===== src/sv/mps_pkg.sv =====
// shared constants, types and helpers for the matrix power block
`timescale 1ns / 1ps
`default_nettype none
package mps_pkg;

  localparam int MAX_DIM   = 8;
  localparam int DATA_W    = 32;
  localparam int FRAC_BITS = 30;
  localparam int DEPTH     = MAX_DIM * MAX_DIM;
  localparam int ADDR_W    = $clog2(DEPTH);
  localparam int IDX_W     = $clog2(MAX_DIM);
  localparam int DIM_W     = 4;
  localparam int EXP_W     = 16;
  localparam int CFG_W     = 16;
  localparam int CFG_IDX_W = 1;

  // configuration register indexes
  localparam logic [CFG_IDX_W-1:0] REG_DIM = 1'b0;
  localparam logic [CFG_IDX_W-1:0] REG_EXP = 1'b1;

  typedef logic [ADDR_W-1:0] addr_t;
  typedef logic [IDX_W-1:0]  idx_t;
  typedef logic [DIM_W-1:0]  dim_t;

  // commands from the sequencer to the datapath, one slot per cycle
  typedef struct packed {
    addr_t rd_a_addr;
    addr_t rd_b_addr;
    logic  mac_valid;
    logic  mac_first;
    logic  mac_last;
    logic  mac_bsel;
    addr_t mac_waddr;
    logic  copy_valid;
    logic  copy_from_base;
    logic  copy_to_base;
    logic  id_we;
    addr_t id_addr;
    logic  id_one;
    logic  load_we;
    addr_t load_addr;
    logic  emit_rd;
    logic  emit_last;
  } dp_cmd_t;

  typedef struct packed {
    logic out_busy;
  } dp_status_t;

  // row-major address of element (row, col) in an n by n matrix
  function automatic addr_t elem_addr(idx_t row, idx_t col, dim_t n);
    logic [2*DIM_W-1:0] p;
    p = (2*DIM_W)'(row) * (2*DIM_W)'(n) + (2*DIM_W)'(col);
    return p[ADDR_W-1:0];
  endfunction

endpackage
`default_nettype wire


===== src/sv/mps_ctrl.sv =====
// sequencer: loading, squaring loop, copy sweeps and result readout
`timescale 1ns / 1ps
`default_nettype none
module mps_ctrl (
  input  wire                             clk,
  input  wire                             rst,
  input  wire                             in_valid,
  input  wire                             in_last,
  output logic                            in_stall,
  input  wire                             cfg_wen,
  input  wire  [mps_pkg::CFG_IDX_W-1:0]   cfg_index,
  input  wire  [mps_pkg::CFG_W-1:0]       cfg_data,
  input  mps_pkg::dp_status_t             status,
  output mps_pkg::dp_cmd_t                cmd
);
  import mps_pkg::*;

  localparam logic [3:0] S_LOAD  = 4'd0;
  localparam logic [3:0] S_START = 4'd1;
  localparam logic [3:0] S_IDENT = 4'd2;
  localparam logic [3:0] S_COPY  = 4'd3;
  localparam logic [3:0] S_CHECK = 4'd4;
  localparam logic [3:0] S_STEP  = 4'd5;
  localparam logic [3:0] S_MUL   = 4'd6;
  localparam logic [3:0] S_WAIT  = 4'd7;
  localparam logic [3:0] S_EMIT  = 4'd8;

  logic [3:0]       state;
  logic [3:0]       wait_ret;
  logic [3:0]       copy_ret;
  logic [1:0]       wait_cnt;
  addr_t            pos;
  addr_t            k;
  idx_t             i, j, t;
  logic [EXP_W-1:0] e_left;
  logic             mul_sq;
  logic             copy_src;
  logic             copy_dst;
  dim_t             dim;
  logic [EXP_W-1:0] exp_reg;

  dim_t  n;
  idx_t  n_m1;
  addr_t last_idx;
  logic  in_xfer;

  always_comb begin
    if (dim == '0) begin
      n = DIM_W'(1);
    end else if (dim > DIM_W'(MAX_DIM)) begin
      n = DIM_W'(MAX_DIM);
    end else begin
      n = dim;
    end
    n_m1     = IDX_W'(n - DIM_W'(1));
    last_idx = elem_addr(n_m1, n_m1, n);
  end

  assign in_stall = (state != S_LOAD);
  assign in_xfer  = in_valid && !in_stall;

  always_ff @(posedge clk) begin
    if (rst) begin
      dim     <= DIM_W'(MAX_DIM);
      exp_reg <= EXP_W'(1);
    end else if (cfg_wen) begin
      unique case (cfg_index)
        REG_DIM: dim     <= cfg_data[DIM_W-1:0];
        REG_EXP: exp_reg <= cfg_data[EXP_W-1:0];
        default: ;
      endcase
    end
  end

  always_comb begin
    cmd           = '0;
    cmd.load_addr = pos;
    cmd.load_we   = in_xfer && (pos <= last_idx);
    unique case (state)
      S_MUL: begin
        cmd.rd_a_addr = elem_addr(i, t, n);
        cmd.rd_b_addr = elem_addr(t, j, n);
        cmd.mac_valid = 1'b1;
        cmd.mac_first = (t == '0);
        cmd.mac_last  = (t == n_m1);
        cmd.mac_bsel  = !mul_sq;
        cmd.mac_waddr = elem_addr(i, j, n);
      end
      S_COPY: begin
        cmd.rd_a_addr      = k;
        cmd.copy_valid     = 1'b1;
        cmd.copy_from_base = copy_src;
        cmd.copy_to_base   = copy_dst;
      end
      S_IDENT: begin
        cmd.id_we   = 1'b1;
        cmd.id_addr = elem_addr(i, j, n);
        cmd.id_one  = (i == j);
      end
      S_EMIT: begin
        cmd.rd_b_addr = k;
        cmd.emit_rd   = !status.out_busy;
        cmd.emit_last = (k == last_idx);
      end
      default: ;
    endcase
  end

  always_ff @(posedge clk) begin
    if (rst) begin
      state    <= S_LOAD;
      wait_ret <= S_LOAD;
      copy_ret <= S_LOAD;
      wait_cnt <= '0;
      pos      <= '0;
      k        <= '0;
      i        <= '0;
      j        <= '0;
      t        <= '0;
      e_left   <= '0;
      mul_sq   <= 1'b0;
      copy_src <= 1'b0;
      copy_dst <= 1'b0;
    end else begin
      unique case (state)
        S_LOAD: begin
          if (in_xfer) begin
            if (in_last) begin
              pos   <= '0;
              state <= S_START;
            end else begin
              pos <= pos + ADDR_W'(1);
            end
          end
        end
        S_START: begin
          i <= '0;
          j <= '0;
          k <= '0;
          if (exp_reg == '0) begin
            state <= S_IDENT;
          end else begin
            e_left   <= exp_reg - EXP_W'(1);
            copy_src <= 1'b1;
            copy_dst <= 1'b0;
            copy_ret <= S_CHECK;
            state    <= S_COPY;
          end
        end
        S_IDENT: begin
          if (j == n_m1) begin
            j <= '0;
            if (i == n_m1) begin
              k        <= '0;
              wait_cnt <= '1;
              wait_ret <= S_EMIT;
              state    <= S_WAIT;
            end else begin
              i <= i + IDX_W'(1);
            end
          end else begin
            j <= j + IDX_W'(1);
          end
        end
        S_COPY: begin
          k <= k + ADDR_W'(1);
          if (k == last_idx) begin
            wait_cnt <= '1;
            wait_ret <= copy_ret;
            state    <= S_WAIT;
          end
        end
        S_CHECK: begin
          i <= '0;
          j <= '0;
          t <= '0;
          k <= '0;
          if (e_left == '0) begin
            state <= S_EMIT;
          end else if (e_left[0]) begin
            mul_sq <= 1'b0;
            state  <= S_MUL;
          end else begin
            state <= S_STEP;
          end
        end
        S_STEP: begin
          i <= '0;
          j <= '0;
          t <= '0;
          k <= '0;
          if (e_left == EXP_W'(1)) begin
            e_left <= '0;
            state  <= S_EMIT;
          end else begin
            e_left <= e_left >> 1;
            mul_sq <= 1'b1;
            state  <= S_MUL;
          end
        end
        S_MUL: begin
          if (t == n_m1) begin
            t <= '0;
            if (j == n_m1) begin
              j <= '0;
              if (i == n_m1) begin
                // drain the mac pipe, then move scratch into the target
                k        <= '0;
                copy_src <= 1'b0;
                copy_dst <= mul_sq;
                copy_ret <= mul_sq ? S_CHECK : S_STEP;
                wait_cnt <= '1;
                wait_ret <= S_COPY;
                state    <= S_WAIT;
              end else begin
                i <= i + IDX_W'(1);
              end
            end else begin
              j <= j + IDX_W'(1);
            end
          end else begin
            t <= t + IDX_W'(1);
          end
        end
        S_WAIT: begin
          wait_cnt <= wait_cnt - 2'd1;
          if (wait_cnt == '0) begin
            state <= wait_ret;
          end
        end
        S_EMIT: begin
          if (!status.out_busy) begin
            k <= k + ADDR_W'(1);
            if (k == last_idx) begin
              state <= S_LOAD;
            end
          end
        end
        default: state <= S_LOAD;
      endcase
    end
  end

endmodule
`default_nettype wire


===== config.mk =====
export PLATFORM = sky130hd
export DESIGN_NAME = mps_ctrl
export DESIGN_NICKNAME = d
export VERILOG_FILES = /design/src/sv/mps_pkg.sv /design/src/sv/mps_ctrl.sv
export SDC_FILE = /design/constraint.sdc
export NUM_CORES = 1
export LEC_CHECK = 0
export ABC_AREA = 1
export CORE_MARGIN = 2
export CORE_UTILIZATION = 50
export CTS_CLUSTER_SIZE = 24
export DETAILED_ROUTE_END_ITERATION = 10
export DONT_BUFFER_PORTS = 1
export PLACE_DENSITY_LB_ADDON = 0.08
export SLEW_MARGIN = 20
export SYNTH_ARGS = -nofsm -noshare
export SYNTH_HDL_FRONTEND = slang
export SYNTH_SLANG_ARGS = --single-unit

===== constraint.sdc =====
create_clock -name clk -period 4.95 [get_ports clk]
set_input_delay 0.2475 -clock clk [delete_from_list [all_inputs] [get_ports clk]]
set_output_delay 0.2475 -clock clk [all_outputs]
set_load 0.05 [all_outputs]

# After elaboration in Yosys (flattened, before gate mapping)
# Cells that the tools add are included.
dict set report op_classes {
  add_sub_neg 12
  n_mul 3
  order_cmp 2
  eq_ne 29
  n_mux 72
  n_bitwise 1
  n_reduce_logical 33
}
# operator n
set op_table {}
lappend op_table {{4-bit 2-to-1 mux} 23}
lappend op_table {{4-bit one-hot mux with 9 select lines} 1}
lappend op_table {{16-bit zero test} 2}
lappend op_table {{16-bit one-hot mux with 2 select lines} 1}
lappend op_table {{6-bit 2-to-1 mux} 5}
lappend op_table {{2-bit != test (second input constant)} 15}
lappend op_table {{6-bit one-hot mux with 5 select lines} 1}
lappend op_table {{6-bit by 3-bit adder with 6-bit output} 4}
lappend op_table {{6-bit one-hot mux with 2 select lines} 2}
lappend op_table {{3-bit 2-to-1 mux} 7}
lappend op_table {{3-bit by 4-bit multiplier with 6-bit output} 3}
lappend op_table {{3-bit one-hot mux with 3 select lines} 2}
lappend op_table {{16-bit by 1-bit == test with 1-bit output (second input constant)} 1}
lappend op_table {{4-bit by 3-bit == test with 1-bit output (second input constant)} 4}
lappend op_table {{16-bit 2-to-1 mux} 1}
lappend op_table {{16-bit by 1-bit subtractor with 16-bit output (second input constant)} 1}
lappend op_table {{15-bit 2-to-1 mux} 1}
lappend op_table {{7-bit AND reduction} 2}
lappend op_table {{1-bit 2-to-1 mux} 13}
lappend op_table {{6-bit by 1-bit adder with 6-bit output (second input constant)} 2}
lappend op_table {{3-bit == test} 4}
lappend op_table {{2-bit 2-to-1 mux} 6}
lappend op_table {{4-bit one-hot mux with 3 select lines} 1}
lappend op_table {{10-bit 2-to-1 mux} 1}
lappend op_table {{30 further kinds} 49}
dict set report totals {
  reg_bits 74
  in_bits 23
  out_inout_bits 43
  wordCells 167
}

# Logic depth before layout (Yosys ltp)
dict set report logic_depth {
  word_depth 10
  depth_mapped 24
  ltp_nobuf 24
}

# Worst setup path before layout
# Ideal clock, no wire load.
dict set report synth_path {
  path_type {flip-flop to output port}
  from {reg dim[1]}
  to {out cmd[8] (netlist name)}
  t_arrival_ps 4461
  t_required_ps 4703
  setup_slack_ps 241
  path_stages_with_launch 20
  n_path_buf 0
  cell_sequence {dfxtp_1 > o21ai_2 > nand2_2 > ha_1 > inv_1 > ha_1 > inv_2 > nand2_1 > fa_1 > inv_1 > fa_1 > ha_1 > fa_1 > inv_1 > ha_1 > nand2_1 > inv_1 > o21ai_0 > o211ai_1 > a21oi_1}
}
# element line_no
set synth_rtl {}
lappend synth_rtl {{from (decl)} mps_ctrl.sv:39} ;# dim_t dim;
lappend synth_rtl {{from (signal assigned)} mps_ctrl.sv:64} ;# dim <= DIM_W'(MAX_DIM);
lappend synth_rtl {{from (signal assigned)} mps_ctrl.sv:68} ;# REG_DIM: dim <= cfg_data[DIM_W-1:0];
lappend synth_rtl {{to (decl)} mps_ctrl.sv:14} ;# output mps_pkg::dp_cmd_t cmd

==> reports/metrics.cfg <==
[run_status]
outcome=completed

[synthesis]
yosysTopAreaCell=dfxtp_1
synth_xor_area_frac=0.0416
yosys.area_share.simple=0.288
synthTopCellsByArea=dfxtp_1 (25%), ha_1 (11%), nand2_1 (11%)
synth-seq-cells=72
synth_top_family_by_area=simple AND/OR/NAND/NOR gates
synth_ff_type=dfxtp_1
synthMuxAreaShare=0.00176
async_flop_share=0
synth_compound_area_frac=0.157
synth_area_um2=5680
synth-edff-count=0
seq_area_frac_synth=0.254
avgSynthCellArea_um2=6.88
yosysUniqueCellTypes=49
synthCells=826
synth_nets=910
synthAdderAreaFrac=0.151
ys_warn_count=0
netlist.area_leader.share=0.254

[pwr]
power_frac_seq=0.317
switching_share=0.428
p_comb_frac=0.408
p_leak_uw=0.00292
p_clk_frac=0.275
power.internal_uw=1410
power_density_nw_per_um2=395
peakVddDrop_mv=0.229
p_switching_uw=1050

[placement]
dp_hpwl_um=11200
place.gp.congestion=0.930
numPortBuffers=0
dp_slack_ns=0.429

[timing]
worst_pin_slew_ns=1.12
min_period_over_period=0.954
hold_slack_ns=0.0444
clock_skew_ns=0.00758
hold_violations=0
fmax_ghz=0.212
setup_viol=0
maxSlewHeadroom=0.267
drv_slew=0
setup_ws_ns=0.228
period_minus_slack_ns=4.72
tns_ns=0

[die]
dieArea_um2=12200
die_w_um=111
core_um2=11000
start_util=0.518
die_h_um=111
row_count=38
io_pins=66

[drt]
postRouteAntennaNets=0
drc=0
avgRoutedWirePerCell_um=14.6
wl_um=14400
drt_first_iter_violations=299
viasPerCell=5.29
vias=5192
firstDrtPassIters=5

[run]
drv_cap=0

[grt]
grt_max_degree=37
grt_pass1_wl_um=24100
grt.overflow.total=0
antenna_found_initial=0
grt_pass1_vias=5034
track_usage=0.238

[worst_setup_path]
crit_arrival_ns=4.47
critPathSlowestCell=fa_1
cp-end-kind=primary output
cp_slowest_stage_delay_ns=0.55
crit_start=dim[3]$_SDFFE_PP1P_
path_max_fanout=10
rr_startpoint=dim[3]$_SDFFE_PP1P_
path_cells=buf_4 -> nor2_2 -> ha_2 -> inv_2 -> nand2_1 -> fa_1 -> inv_1 -> fa_1 -> ha_1 -> fa_2 -> inv_1 -> ha_1 -> nand2_1 -> inv_1 -> o21ai_1 -> o211ai_1 -> a21oi_1 -> buf_4
path_class=reg2out
cp-start-kind=flop
cp.required_ns=4.70
crit_path_frequent_cell=inv_1

[worst_hold_path]
hp-start=cfg_data[0]
hp-class=in2reg

[clocking]
ctsLongestPathBuffers=2
cts.sinks=72
insertion_delay_ns=0.34
clk_pin_slew_worst_paths_ns=0.06
cts_tree=yes
root_buffer=clkbuf_16
cts_made_buffers=9
h-tree-depth=3

[finish]
final_common_cell=nand2_1
layout_common_cells=nand2_1 (160), inv_1 (119), nor2_1 (103)
nets=920
area_growth_pct=9.53
antenna_cells=0
drive_above_1_share=0.112

stage by stage:
| stage | instance area, um2 | cells | utilization | power, uW |
|---|---|---|---|---|
| 6_report | 6230 | 981 | 0.567 | 2460 |
| 5_1_grt | 6230 | 981 | 0.567 | 2640 |
| 4_1_cts | 6170 | 976 | 0.562 | 2470 |
| 3_5_place_dp | 5850 | 959 | 0.533 | 1780 |
| 2_1_floorplan | 5680 | 826 | - | 1580 |
| 3_3_place_gp | 5850 | 959 | 0.533 | 1750 |
worst paths after layout:
check                                          endpoint  depth (start not counted)  slack (ns)
worst max-delay path                             cmd[8]                         18        0.23
worst min-delay path            exp_reg[0]$_SDFFE_PP1P_                          2        0.04
worst max register to register    state[2]$_SDFFE_PP0P_                         19        0.62
worst min register to register    copy_src$_SDFFE_PP0P_                          2        0.46
cell families (layout without fill, tap and decap cells):
family                   after synthesis  after routing
adder cells (fa/ha/maj)               61             61
AO/OA/AOI/OAI                        157            157
AND/OR/NAND/NOR                      357            357
XOR/XNOR                              27             27
flip-flops                            72             72
buffers and inverters                151            166
multiplexers                           1              1
Yosys cell counts (all sizes together) (2+ instances only):
cell type	n
a211oi	5
a21oi	72
a31oi	5
buf	9
clkbuf	10
dfxtp	72
fa	13
ha	48
inv	130
nand2	173
nand3	45
nand3b	2
nand4	3
nor2	117
nor3	10
nor3b	3
nor4	2
o211ai	5
o21ai	59
o22ai	7
xnor2	8
xor2	19
layout make-up:
type	count	area, um2
sequential	72	1440
inverter	131	493
clock buffer	12	256
multi-input combinational	603	3660
timing repair buffer	19	145
fill	1096	4760
tap	140	175
clock inverter	4	52.6
power groups by stage:
stage	logic (uW)	registers [uW]	clock network, uW
floorplan	820	762	0
global placement	969	786	0
detailed placement	992	788	0
CTS	998	777	692
global route	1140	791	712
finish	1000	778	676
per-layer routing:
layer	vias to the layer above	track usage	wire length [um]
li1	2673	-	-
met1	2363	0.292	6340
met2	118	0.401	6930
met3	38	0.0450	545
met4	0	0.118	544
met5	-	0	0
what timing repair did:
item,in CTS,in global routing
hold buffers,1,0
setup buffers,0,5
hold endpoints to repair,17,0
endpoints found under the setup margin,0,2
resized for setup,0,5
critical path, delay by kind of cell (launching register included):
family,cells,cell delay (ns)
compound gates,3,0.34
fa+ha+maj,6,2.43
buf+inv,6,0.65
flops,1,0.32
simple gates,3,0.39
Power figures use the tool's default switching activity.
